--- src/hdl/arpr_pkg.sv ---
// Shared constants, types and byte-select helpers for the ARP request responder.
`default_nettype none
package arpr_pkg;

    // Frame geometry (byte indexes within the frame)
    localparam int unsigned POS_W = 6;
    localparam logic [POS_W-1:0] FRAME_LEN = 6'd42;
    localparam logic [POS_W-1:0] LAST_IDX  = 6'd41;
    localparam logic [POS_W-1:0] HDR_START = 6'd14;
    localparam logic [POS_W-1:0] SMAC_START = 6'd22;
    localparam logic [POS_W-1:0] SIP_START = 6'd28;
    localparam logic [POS_W-1:0] TMAC_START = 6'd32;
    localparam logic [POS_W-1:0] TIP_START = 6'd38;
    localparam logic [POS_W-1:0] OPER_START = 6'd20;
    localparam logic [POS_W-1:0] ETYPE_START = 6'd12;
    localparam logic [POS_W-1:0] OMAC_START = 6'd6;

    localparam logic [15:0] ETHERTYPE_ARP = 16'h0806;
    localparam logic [15:0] OPER_REPLY    = 16'h0002;

    // Configuration register indexes
    localparam int unsigned CFG_IDX_W  = 2;
    localparam int unsigned CFG_DATA_W = 48;
    localparam logic [CFG_IDX_W-1:0] CFG_OWN_MAC = 2'd0;
    localparam logic [CFG_IDX_W-1:0] CFG_OWN_IP  = 2'd1;

    // Reply request from the parser to the transmitter
    typedef struct packed {
        logic        start;
        logic [47:0] mac;
        logic [31:0] ip;
    } start_t;

    // Transmitter status
    typedef struct packed {
        logic busy;
    } tx_stat_t;

    // Expected ARP header bytes 14..21 of a request
    function automatic logic [7:0] hdr_byte(input logic [2:0] k);
        logic [7:0] b;
        case (k)
            3'd0:    b = 8'h00;
            3'd1:    b = 8'h01;
            3'd2:    b = 8'h08;
            3'd3:    b = 8'h00;
            3'd4:    b = 8'h06;
            3'd5:    b = 8'h04;
            3'd6:    b = 8'h00;
            3'd7:    b = 8'h01;
            default: b = 8'h00;
        endcase
        return b;
    endfunction

    // Byte k of a MAC address, wire order
    function automatic logic [7:0] mac_byte(input logic [47:0] m, input logic [2:0] k);
        logic [7:0] b;
        case (k)
            3'd0:    b = m[47:40];
            3'd1:    b = m[39:32];
            3'd2:    b = m[31:24];
            3'd3:    b = m[23:16];
            3'd4:    b = m[15:8];
            3'd5:    b = m[7:0];
            default: b = 8'h00;
        endcase
        return b;
    endfunction

    // Byte k of an IPv4 address, wire order
    function automatic logic [7:0] ip_byte(input logic [31:0] a, input logic [1:0] k);
        logic [7:0] b;
        case (k)
            2'd0:    b = a[31:24];
            2'd1:    b = a[23:16];
            2'd2:    b = a[15:8];
            2'd3:    b = a[7:0];
            default: b = 8'h00;
        endcase
        return b;
    endfunction

endpackage
`default_nettype wire

--- src/hdl/arpr_rx_if.sv ---
// Receive byte channel: valid/ready handshake with one frame byte per word.
`default_nettype none
interface arpr_rx_if;
    logic       valid;
    logic       ready;
    logic [7:0] rx_byte;
    logic       rx_last;

    modport source (output valid, output rx_byte, output rx_last, input ready);
    modport sink   (input valid, input rx_byte, input rx_last, output ready);
endinterface
`default_nettype wire

--- src/hdl/arpr_tx_if.sv ---
// Transmit byte channel: valid/ready handshake with one reply byte per word.
`default_nettype none
interface arpr_tx_if;
    logic       valid;
    logic       ready;
    logic [7:0] tx_byte;
    logic       tx_last;

    modport source (output valid, output tx_byte, output tx_last, input ready);
    modport sink   (input valid, input tx_byte, input tx_last, output ready);
endinterface
`default_nettype wire

--- src/hdl/arpr_parse.sv ---
// Receive parser: tracks byte position, checks the ARP request header, captures the sender.
`default_nettype none
module arpr_parse (
    input  logic                 clk,
    input  logic                 rst_n,
    input  logic                 acc,
    input  logic [7:0]           rx_byte,
    input  logic                 rx_last,
    input  logic [31:0]          own_ip,
    output arpr_pkg::start_t     start
);
    import arpr_pkg::*;

    logic [POS_W-1:0] pos_reg, pos_next, pos_inc, rel_hdr, rel_tip;
    logic             good_reg, good_next, good_upd, fail;
    logic [47:0]      mac_reg, mac_next;
    logic [31:0]      ip_reg, ip_next;

    // Check or capture the current word by its position
    always_comb
    begin
        fail     = 1'b0;
        mac_next = mac_reg;
        ip_next  = ip_reg;
        pos_inc  = pos_reg;
        rel_hdr  = pos_reg - HDR_START;
        rel_tip  = pos_reg - TIP_START;
        if (pos_reg < FRAME_LEN)
        begin
            pos_inc = pos_reg + 6'd1;
            if (pos_reg >= HDR_START && pos_reg < SMAC_START)
            begin
                fail = (rx_byte != hdr_byte(rel_hdr[2:0]));
            end
            else if (pos_reg >= SMAC_START && pos_reg < SIP_START)
            begin
                mac_next = {mac_reg[39:0], rx_byte};
            end
            else if (pos_reg >= SIP_START && pos_reg < TMAC_START)
            begin
                ip_next = {ip_reg[23:0], rx_byte};
            end
            else if (pos_reg >= TIP_START)
            begin
                fail = (rx_byte != ip_byte(own_ip, rel_tip[1:0]));
            end
        end
        good_upd = good_reg & ~fail;

        // Restart at the frame end, else advance
        if (acc && rx_last)
        begin
            pos_next  = '0;
            good_next = 1'b1;
        end
        else if (acc)
        begin
            pos_next  = pos_inc;
            good_next = good_upd;
        end
        else
        begin
            pos_next  = pos_reg;
            good_next = good_reg;
        end

        // Request a reply on the last byte of a full matching request
        start.start = acc & rx_last & good_upd & (pos_inc == FRAME_LEN);
        start.mac   = mac_reg;
        start.ip    = ip_reg;
    end

    always_ff @(posedge clk or negedge rst_n)
    begin
        if (!rst_n)
        begin
            pos_reg  <= '0;
            good_reg <= 1'b1;
        end
        else
        begin
            pos_reg  <= pos_next;
            good_reg <= good_next;
        end
    end

    // Hold captured addresses unless a word is taken
    always_ff @(posedge clk)
    begin
        if (acc)
        begin
            mac_reg <= mac_next;
            ip_reg  <= ip_next;
        end
    end

endmodule
`default_nettype wire

--- src/hdl/arpr_tx.sv ---
// Reply transmitter: snapshots the requester, sequences 42 reply bytes into an output register.
`default_nettype none
module arpr_tx (
    input  logic                 clk,
    input  logic                 rst_n,
    input  arpr_pkg::start_t     start,
    input  logic [47:0]          own_mac,
    input  logic [31:0]          own_ip,
    arpr_tx_if.source            tx,
    output arpr_pkg::tx_stat_t   stat
);
    import arpr_pkg::*;

    logic             busy_reg, busy_next;
    logic [POS_W-1:0] idx_reg, idx_next;
    logic [47:0]      rmac_reg;
    logic [31:0]      rip_reg;
    logic             out_valid_reg, out_valid_next;
    logic [7:0]       out_byte_reg, out_byte_next;
    logic             out_last_reg, out_last_next;
    logic             advance;
    logic [7:0]       rbyte;
    logic [POS_W-1:0] rel_omac, rel_hdr, rel_smac, rel_sip, rel_tmac, rel_tip;

    // Select the reply byte at the current index
    always_comb
    begin
        rel_omac = idx_reg - OMAC_START;
        rel_hdr  = idx_reg - HDR_START;
        rel_smac = idx_reg - SMAC_START;
        rel_sip  = idx_reg - SIP_START;
        rel_tmac = idx_reg - TMAC_START;
        rel_tip  = idx_reg - TIP_START;
        if (idx_reg < OMAC_START)
            rbyte = mac_byte(rmac_reg, idx_reg[2:0]);
        else if (idx_reg < ETYPE_START)
            rbyte = mac_byte(own_mac, rel_omac[2:0]);
        else if (idx_reg == ETYPE_START)
            rbyte = ETHERTYPE_ARP[15:8];
        else if (idx_reg < HDR_START)
            rbyte = ETHERTYPE_ARP[7:0];
        else if (idx_reg < OPER_START)
            rbyte = hdr_byte(rel_hdr[2:0]);
        else if (idx_reg == OPER_START)
            rbyte = OPER_REPLY[15:8];
        else if (idx_reg < SMAC_START)
            rbyte = OPER_REPLY[7:0];
        else if (idx_reg < SIP_START)
            rbyte = mac_byte(own_mac, rel_smac[2:0]);
        else if (idx_reg < TMAC_START)
            rbyte = ip_byte(own_ip, rel_sip[1:0]);
        else if (idx_reg < TIP_START)
            rbyte = mac_byte(rmac_reg, rel_tmac[2:0]);
        else
            rbyte = ip_byte(rip_reg, rel_tip[1:0]);
    end

    // Advance the sequencer when the output register is free
    always_comb
    begin
        advance        = busy_reg & (~out_valid_reg | tx.ready);
        busy_next      = busy_reg;
        idx_next       = idx_reg;
        out_valid_next = out_valid_reg;
        out_byte_next  = out_byte_reg;
        out_last_next  = out_last_reg;
        if (start.start)
        begin
            busy_next = 1'b1;
            idx_next  = '0;
        end
        else if (advance)
        begin
            idx_next = idx_reg + 6'd1;
            if (idx_reg == LAST_IDX)
                busy_next = 1'b0;
        end
        if (advance)
        begin
            out_valid_next = 1'b1;
            out_byte_next  = rbyte;
            out_last_next  = (idx_reg == LAST_IDX);
        end
        else if (tx.ready)
        begin
            out_valid_next = 1'b0;
        end
    end

    always_ff @(posedge clk or negedge rst_n)
    begin
        if (!rst_n)
        begin
            busy_reg      <= 1'b0;
            idx_reg       <= '0;
            out_valid_reg <= 1'b0;
        end
        else
        begin
            busy_reg      <= busy_next;
            idx_reg       <= idx_next;
            out_valid_reg <= out_valid_next;
        end
    end

    // Hold the requester snapshot and output payload
    always_ff @(posedge clk)
    begin
        if (start.start)
        begin
            rmac_reg <= start.mac;
            rip_reg  <= start.ip;
        end
        out_byte_reg <= out_byte_next;
        out_last_reg <= out_last_next;
    end

    assign tx.valid   = out_valid_reg;
    assign tx.tx_byte = out_byte_reg;
    assign tx.tx_last = out_last_reg;
    assign stat.busy  = busy_reg;

endmodule
`default_nettype wire

--- src/hdl/arp_request_responder.sv ---
// ARP request responder: parses received frames and emits 42-byte ARP replies for own IP.
// The receive side takes one frame byte per word, one word per cycle. From byte 14 it checks
// an ARP request header (htype 1, ptype 0x0800, hlen 6, plen 4, opcode 1) and a target IP equal
// to own_ip; the frame's ethertype is not checked. When the last byte of a matching request of
// at least 42 bytes is taken, a 42-word reply is sent from an output register, one per cycle
// while the sink is ready, with tx_last on the final word; it is addressed to the requester and
// carries own_mac/own_ip as sender. The sender addresses are snapshotted, so the next frame is
// received during a reply; only the last byte of a frame is held back (ready low) while a reply
// is still being sequenced, so only one reply is sequenced at a time. Write own_mac (index 0)
// and own_ip (index 1) through the cfg port only while the block is idle.
`default_nettype none
module arp_request_responder (
    input  logic                            clk,
    input  logic                            rst_n,
    arpr_rx_if.sink                         rx,
    arpr_tx_if.source                       tx,
    input  logic                            cfg_we,
    input  logic [arpr_pkg::CFG_IDX_W-1:0]  cfg_index,
    input  logic [arpr_pkg::CFG_DATA_W-1:0] cfg_wdata
);
    import arpr_pkg::*;

    logic [47:0] own_mac_reg;
    logic [31:0] own_ip_reg;
    logic        rx_acc;
    start_t      start;
    tx_stat_t    tx_stat;

    // Configuration registers
    always_ff @(posedge clk or negedge rst_n)
    begin
        if (!rst_n)
        begin
            own_mac_reg <= '0;
            own_ip_reg  <= '0;
        end
        else if (cfg_we)
        begin
            case (cfg_index)
                CFG_OWN_MAC: own_mac_reg <= cfg_wdata[47:0];
                CFG_OWN_IP:  own_ip_reg  <= cfg_wdata[31:0];
                default:     ;
            endcase
        end
    end

    // Hold a frame's last byte while a reply is still sequencing
    assign rx.ready = ~(tx_stat.busy & rx.rx_last);
    assign rx_acc   = rx.valid & rx.ready;

    arpr_parse u_parse (
        .clk     (clk),
        .rst_n   (rst_n),
        .acc     (rx_acc),
        .rx_byte (rx.rx_byte),
        .rx_last (rx.rx_last),
        .own_ip  (own_ip_reg),
        .start   (start)
    );

    arpr_tx u_tx (
        .clk     (clk),
        .rst_n   (rst_n),
        .start   (start),
        .own_mac (own_mac_reg),
        .own_ip  (own_ip_reg),
        .tx      (tx),
        .stat    (tx_stat)
    );

    // A reply starts only when the transmitter is idle
    a_start_idle: assert property (@(posedge clk) disable iff (!rst_n)
        start.start |-> !tx_stat.busy)
        else $error("reply started while transmitter busy");

    // A started reply keeps the transmitter busy next cycle
    a_start_busy: assert property (@(posedge clk) disable iff (!rst_n)
        start.start |=> tx_stat.busy)
        else $error("transmitter did not start");

    // A reply request needs an accepted last byte
    a_start_last: assert property (@(posedge clk) disable iff (!rst_n)
        start.start |-> (rx_acc && rx.rx_last))
        else $error("reply request without frame end");

endmodule
`default_nettype wire

--- src/flat_wrapper.sv ---
// flat-port wrapper written by rule: the top's interface ports become plain ports
module arp_request_responder_flat import arpr_pkg::*;
  (clk, rst_n, cfg_we, cfg_index, cfg_wdata, rx_valid, rx_rx_byte, rx_rx_last, rx_ready, tx_valid, tx_tx_byte, tx_tx_last, tx_ready);
  arpr_rx_if rx_i ();
  arpr_tx_if tx_i ();
  input  logic clk;
  input  logic rst_n;
  input  logic cfg_we;
  input  logic [arpr_pkg::CFG_IDX_W-1:0] cfg_index;
  input  logic [arpr_pkg::CFG_DATA_W-1:0] cfg_wdata;
  input wire logic [$bits(rx_i.valid)-1:0] rx_valid;
  input wire logic [$bits(rx_i.rx_byte)-1:0] rx_rx_byte;
  input wire logic [$bits(rx_i.rx_last)-1:0] rx_rx_last;
  output wire logic [$bits(rx_i.ready)-1:0] rx_ready;
  output wire logic [$bits(tx_i.valid)-1:0] tx_valid;
  output wire logic [$bits(tx_i.tx_byte)-1:0] tx_tx_byte;
  output wire logic [$bits(tx_i.tx_last)-1:0] tx_tx_last;
  input wire logic [$bits(tx_i.ready)-1:0] tx_ready;
  assign rx_i.valid = rx_valid;
  assign rx_i.rx_byte = rx_rx_byte;
  assign rx_i.rx_last = rx_rx_last;
  assign rx_ready = rx_i.ready;
  assign tx_valid = tx_i.valid;
  assign tx_tx_byte = tx_i.tx_byte;
  assign tx_tx_last = tx_i.tx_last;
  assign tx_i.ready = tx_ready;
  arp_request_responder u_core (.clk(clk), .rst_n(rst_n), .rx(rx_i), .tx(tx_i), .cfg_we(cfg_we), .cfg_index(cfg_index), .cfg_wdata(cfg_wdata));
endmodule
--- config.mk ---
export PLATFORM = sky130hd
export DESIGN_NAME = arp_request_responder_flat
export DESIGN_NICKNAME = d
export VERILOG_FILES = /design/src/hdl/arpr_pkg.sv /design/src/hdl/arpr_rx_if.sv /design/src/hdl/arpr_tx_if.sv /design/src/hdl/arpr_parse.sv /design/src/hdl/arpr_tx.sv /design/src/hdl/arp_request_responder.sv /design/src/flat_wrapper.sv
export SDC_FILE = /design/constraint.sdc
export NUM_CORES = 1
export LEC_CHECK = 0
export BUFFER_PORTS_ARGS = -buffer_cell sky130_fd_sc_hd__buf_2
export CAP_MARGIN = 20
export CORE_AREA = 5 5 148 150
export CTS_CLUSTER_DIAMETER = 60
export DETAILED_ROUTE_END_ITERATION = 8
export DIE_AREA = 0 0 153 155
export PLACE_DENSITY = 0.76
export SKIP_CTS_REPAIR_TIMING = 1
export SLEW_MARGIN = 10
export SYNTH_ARGS = -nofsm -noshare
export SYNTH_HDL_FRONTEND = slang
export SYNTH_SLANG_ARGS = --single-unit
--- constraint.sdc ---
create_clock -name clk -period 5.52 [get_ports clk]
set_input_delay 1.104 -clock clk [delete_from_list [all_inputs] [get_ports clk]]
set_output_delay 1.104 -clock clk [all_outputs]
set_load 0.01 [all_outputs]
==> results.toml, run 1 <==
[worst_setup_path]
ff2ff_path_depth = 8
r2r_setup_slack_ns = 1.41
cp_max_fo = 80
reg2reg_to = "u_core.u_tx.rmac_reg[39]"
endpoint_kind = "register"
cp-start-kind = "register"
arrival_ns = 4.26
crit_start = "u_core.u_parse.pos_reg[1]"
critical_path_class = "reg -> reg"
critPathCapture = "u_core.u_tx.rmac_reg[39]"
critPathRequiredTime_ns = 5.66
r2r-start = "u_core.u_parse.pos_reg[1]"

[worst_hold_path]
hp-class = "reg -> reg"

[sta]
tns_ns = 0
setup_violations = 0
post-route-period-util_pct = 74.5
rsz0062_at_grt = "false"
fmax_ghz = 0.243
max_slew.worst_pin.slew_ns = 1.06
hold_viol_final = 0
slew_headroom_pct = 29.4
drv_slew = 0
period_needed_ns = 4.11
finClkSkew_ns = 0.0102

[synth]
synth_edf_count = 169
synth.most_common_cell = "edfxtp_1"
yosys.area.top_type_share_pct = 46.0
synth_cells = 762
synthArstFlopShare_pct = 36.0
synthTopCellsByCount = "169 x edfxtp_1, 94 x dfrtp_1, 88 x mux2_2"
syn_avg_cell_area_um2 = 14.5
ys_ff_latch = 264
synthDistinctLibCells = 55
synth.area.top_cells = "edfxtp_1 46%, dfrtp_1 21%, mux2_2 9.0%"
synth_seq_area_share_pct = 67.6
ys.flop_type = "edfxtp_1"
syn_area_mm2 = 0.0110
yosys.area.top_type = "edfxtp_1"
synth_nets = 845
yosysWarnings = 0

[run]
cap_violations = 0

[global_route]
grt_pass1_vias = 6738
track_usage_pct = 20.2
grt_max_degree = 81
gr-total-overflow = 0
grt_pass1_wl_um = 38200
grt_antenna_before_repair = 0

[die]
core_area_mm2 = 0.0206
floorplan.initialDensity_pct = 53.6
chipHeight_um = 155
die_area_mm2 = 0.0237
num_rows = 53
fp.dieW_um = 153
io_pins = 75

[detailed_routing]
wl_per_cell_um = 21.8
drtIter0Drc = 765
drtAntennaViolNets = 0
vias = 6919
via_per_inst = 6.14
first_pass_iters = 6
routed_wl_um = 24600
drc_errors = 0

[clock_network]
clock-sinks = 264
cts_root_buf = "clkbuf_16"
cts_max_path_buffers = 3
cts_made_buffers = 27
htreeDepth = 1
clock_latency_ns = 0.53
clk_pin_slew_ns = 0.06
cts_tree = "yes"

[place]
post-dp-hpwl_um = 16300
place.gp.congestion = 0.887
port_buffers = 74

[finish]
fin_nets = 914
antennaDiodeCount = 0
drive_gt1_share_pct = 26.6
nFillCells = 1595
fin_util_pct = 60.9
syn_to_final_growth_pct = 13.6

[power_and_ir_drop]
ir_worst_vdd_v = 0.000276
p_leak_uw = 0.00460
cellPowerDensity_mw_per_mm2 = 369

[run_status]
status = "complete, no violations"
==> how the worst min path moves through the flow <==
stage	from	slack, ns	to	cells past startpoint
after floorplan	u_core.u_parse.ip_reg[24]	0.40	u_core.u_tx.rip_reg[24]	0
after global placement	u_core.u_parse.mac_reg[44]	0.40	u_core.u_tx.rmac_reg[44]	0
after detailed placement	u_core.u_parse.ip_reg[26]	0.40	u_core.u_tx.rip_reg[26]	0
after CTS	u_core.u_parse.ip_reg[26]	0.42	u_core.u_tx.rip_reg[26]	0
after global routing	u_core.u_parse.ip_reg[26]	0.43	u_core.u_tx.rip_reg[26]	0
final	u_core.u_parse.ip_reg[26]	0.42	u_core.u_tx.rip_reg[26]	0
==> power breakdown <==
part	total (uW)	switching (uW)	internal, uW
Sequential	2350	114	2240
Clock	1750	757	996
Combinational	515	275	240
==> per-stage QoR <==
step                      hold WS (ns)  cells  area (um^2)  setup slack (ns)  power (uW)
after detailed placement         0.405   1077        11700              1.46        2890
after global placement           0.401   1077        11700              1.52        2880
after global routing             0.425   1126        12500              1.12        4790
after floorplan                  0.400    762        11000            0.0371        2710
final                            0.417   1126        12500              1.41        4620
after CTS                        0.418   1126        12500              1.43        4640
==> kinds of logic after synthesis <==
kind of cell    after synthesis  synth area share [%]
buf+inv                      64                  2.29
mux                          92                  9.35
xor+xnor                     15                  1.19
flops                       264                  67.6
fa+ha+maj                    19                  2.16
simple gates                139                  6.15
compound gates              169                  11.2
==> cell type report <==
class                      count  area [um^2]  area share [%]
clock buffer                  27          676            5.39
clock inverter                22          184            1.47
inverter                      19         71.3           0.569
multi-input combinational    434         3340            26.7
sequential                   264         7450            59.5
tap                          275          344            2.75
timing repair buffer          85          455            3.64
==> worst max-delay path, stage by stage, from the launching register on <==
cell      delay [ns]
dfrtp_1         0.48
inv_1           0.17
ha_1            0.34
a222oi_1        0.48
xor2_1          0.18
nor2_1          0.05
or4_4           0.55
o41ai_4         0.46
and2_4          0.94
==> cell usage in the layout, fill, tap and decap left out, types with 5 or more instances in the layout <==
master / count
mux2_2: 88
buf_4: 12
nand3b_1: 5
edfxtp_1: 169
nor3_1: 14
clkinv_2: 6
buf_2: 73
a222oi_1: 35
clkinv_1: 5
a221oi_1: 9
nor2_1: 26
o22ai_1: 8
ha_1: 19
o21ai_0: 32
dfrtp_1: 94
clkbuf_16: 27
nand2b_1: 5
inv_1: 19
a22oi_1: 17
a31oi_1: 12
a21oi_1: 29
nand3_1: 10
nor2b_1: 8
a221o_1: 5
nand2_1: 46
xnor2_1: 11
and2_1: 6
==> metal layers <==
layer / GRT usage (%) / wire, um / share of wire (%) / up-vias
li1: - / - / - / 3102
met1: 29.9 / 10500 / 43 / 3439
met2: 31.5 / 11500 / 47 / 327
met3: 3.12 / 1970 / 8.0 / 51
met4: 5.60 / 619 / 2.5 / 0
met5: 0 / 0 / 0 / -
(Power assumes the default switching activity.)
==> run 2, diff against run 1 <==
--- a/config.mk
+++ b/config.mk
@@ -7,11 +7,11 @@
 export LEC_CHECK = 0
 export BUFFER_PORTS_ARGS = -buffer_cell sky130_fd_sc_hd__buf_2
 export CAP_MARGIN = 20
-export CORE_AREA = 5 5 148 150
+export CORE_AREA = 5 5 149 151
 export CTS_CLUSTER_DIAMETER = 60
 export DETAILED_ROUTE_END_ITERATION = 8
-export DIE_AREA = 0 0 153 155
-export PLACE_DENSITY = 0.76
+export DIE_AREA = 0 0 154 156
+export PLACE_DENSITY = 0.78
 export SKIP_CTS_REPAIR_TIMING = 1
 export SLEW_MARGIN = 10
 export SYNTH_ARGS = -nofsm -noshare
==> constraint.sdc (replaced) <==
create_clock -name clk -period 3.6 [get_ports clk]
set_input_delay 0.72 -clock clk [delete_from_list [all_inputs] [get_ports clk]]
set_output_delay 0.72 -clock clk [all_outputs]
set_load 0.01 [all_outputs]
==> run 2 against run 1 <==
Combinational power grew 55%; critical path depth grew 1; via count up 0.29%; fmax rose by 21%; global-route usage down 0.14 points; final cell count increased by 1.2%; largest cell class unchanged.
==> results.toml, run 2 (synthesized netlist as in run 1, its figures left out) <==
[clock_network]
clock-sinks = 264
cts_root_buf = "clkbuf_16"
cts_max_path_buffers = 3
cts_made_buffers = 27
htreeDepth = 1
clock_latency_ns = 0.53
cts_tree = "yes"
clk_pin_slew_ns = 0.07

[place]
pre_cts_slack_ns = 0.274
port_buffers = 74
post-dp-hpwl_um = 16700
place.gp.congestion = 0.886
placed_area_mm2 = 0.0118

[die]
chipHeight_um = 156
core_area_mm2 = 0.0207
floorplan.initialDensity_pct = 53.3
fp.dieW_um = 154
io_pins = 75
die_area_mm2 = 0.0240
num_rows = 53

[global_route]
gr-total-overflow = 0
grt_antenna_before_repair = 0
grt_pass1_vias = 6753
track_usage_pct = 20.0
grt_max_degree = 52
grt_pass1_wl_um = 38100

[worst_setup_path]
cp_max_fo = 44
reg2reg_to = "u_core.u_tx.rip_reg[18]"
arrival_ns = 3.60
ff2ff_path_depth = 9
r2r_setup_slack_ns = 0.20
critPathRequiredTime_ns = 3.80
cp-start-kind = "register"
endpoint_kind = "register"
r2r-start = "u_core.u_parse.pos_reg[0]"
critPathCapture = "u_core.u_tx.rip_reg[18]"
critical_path_class = "reg -> reg"
crit_start = "u_core.u_parse.pos_reg[0]"

[sta]
fmax_ghz = 0.294
post-route-period-util_pct = 94.5
slew_headroom_pct = 56.8
rsz0062_at_grt = "false"
tns_ns = 0
worst_slack_ns = 0.199
hold_viol_final = 0
period_needed_ns = 3.40
drv_slew = 0
max_slew.worst_pin.slew_ns = 0.648
finClkSkew_ns = 0.0149
setup_violations = 0

[run]
cap_violations = 0

[power_and_ir_drop]
p_leak_uw = 0.00468
cellPowerDensity_mw_per_mm2 = 567
ir_worst_vdd_v = 0.000440

[detailed_routing]
vias = 6939
wl_per_cell_um = 21.6
drtAntennaViolNets = 0
via_per_inst = 6.09
drc_errors = 0
drtIter0Drc = 726
first_pass_iters = 8
routed_wl_um = 24600

[finish]
post-route-cell-area_mm2 = 0.0127
drive_gt1_share_pct = 27.9
most-common-layout-cells = "169 x edfxtp_1, 94 x dfrtp_1, 88 x mux2_2"
antennaDiodeCount = 0
syn_to_final_growth_pct = 15.4
fin_nets = 927
nFillCells = 1558
final_common_cell = "edfxtp_1"

[run_status]
status = "complete, no violations"

[worst_hold_path]
hp-class = "in -> async"
run 2: cell count changes in the layout (fill, tap and decap cells not counted), sizes merged:
cell      change
buf          +13
bufinv        +1
clkbuf        +4
clkinv        -8
clkinvlp      +5
inv           -2
run 2: critical path, cell delays in order (launching register included):
cell and delay (ns):
dfrtp_1 0.50, inv_1 0.19, ha_1 0.37, a222oi_1 0.49, xor2_1 0.19, nor2_1 0.05
or4_4 0.55, o41ai_4 0.23, and2_4 0.23, buf_12 0.24
run 2: final cells by class:
cell class	count	area [um^2]	area share, %
Sequential cell	264	7450	58.6
Multi-Input combinational cell	434	3350	26.3
Clock buffer	31	701	5.51
Timing Repair Buffer	98	578	4.54
Tap cell	275	344	2.70
Clock inverter	18	224	1.76
Inverter	19	71.3	0.561
run 2: metal layers:
metal	global-route usage, %	wire [um]	vias up
li1	-	-	3133
met1	29.2	10500	3434
met2	31.2	11400	328
met3	3.80	2060	44
met4	5.59	619	0
met5	0	0	-
run 2: worst min path at each step:
stage                               from                      end  slack (ns)
2_1_floorplan  u_core.u_parse.ip_reg[24]  u_core.u_tx.rip_reg[24]        0.40
3_3_place_gp   u_core.u_parse.ip_reg[27]  u_core.u_tx.rip_reg[27]        0.40
3_5_place_dp   u_core.u_parse.ip_reg[26]  u_core.u_tx.rip_reg[26]        0.40
4_1_cts                            rst_n   u_core.own_mac_reg[13]        0.21
5_1_grt                            rst_n   u_core.own_mac_reg[13]        0.25
6_report                           rst_n     u_core.own_ip_reg[6]        0.21
run 2: metrics by stage:
stage | power (uW) | util, % | hold WS (ns) | cells
after floorplan | 4150 | - | 0.400 | 762
after detailed placement | 4450 | 57.0 | 0.405 | 1090
final | 7220 | 61.5 | 0.207 | 1139
after global placement | 4420 | 57.0 | 0.401 | 1090
after CTS | 7260 | 61.5 | 0.210 | 1139
after global routing | 7490 | 61.5 | 0.248 | 1139
run 2: power by group:
part	switching [uW]	internal (uW)
clock	1180	1640
combinational	425	375
sequential	175	3430
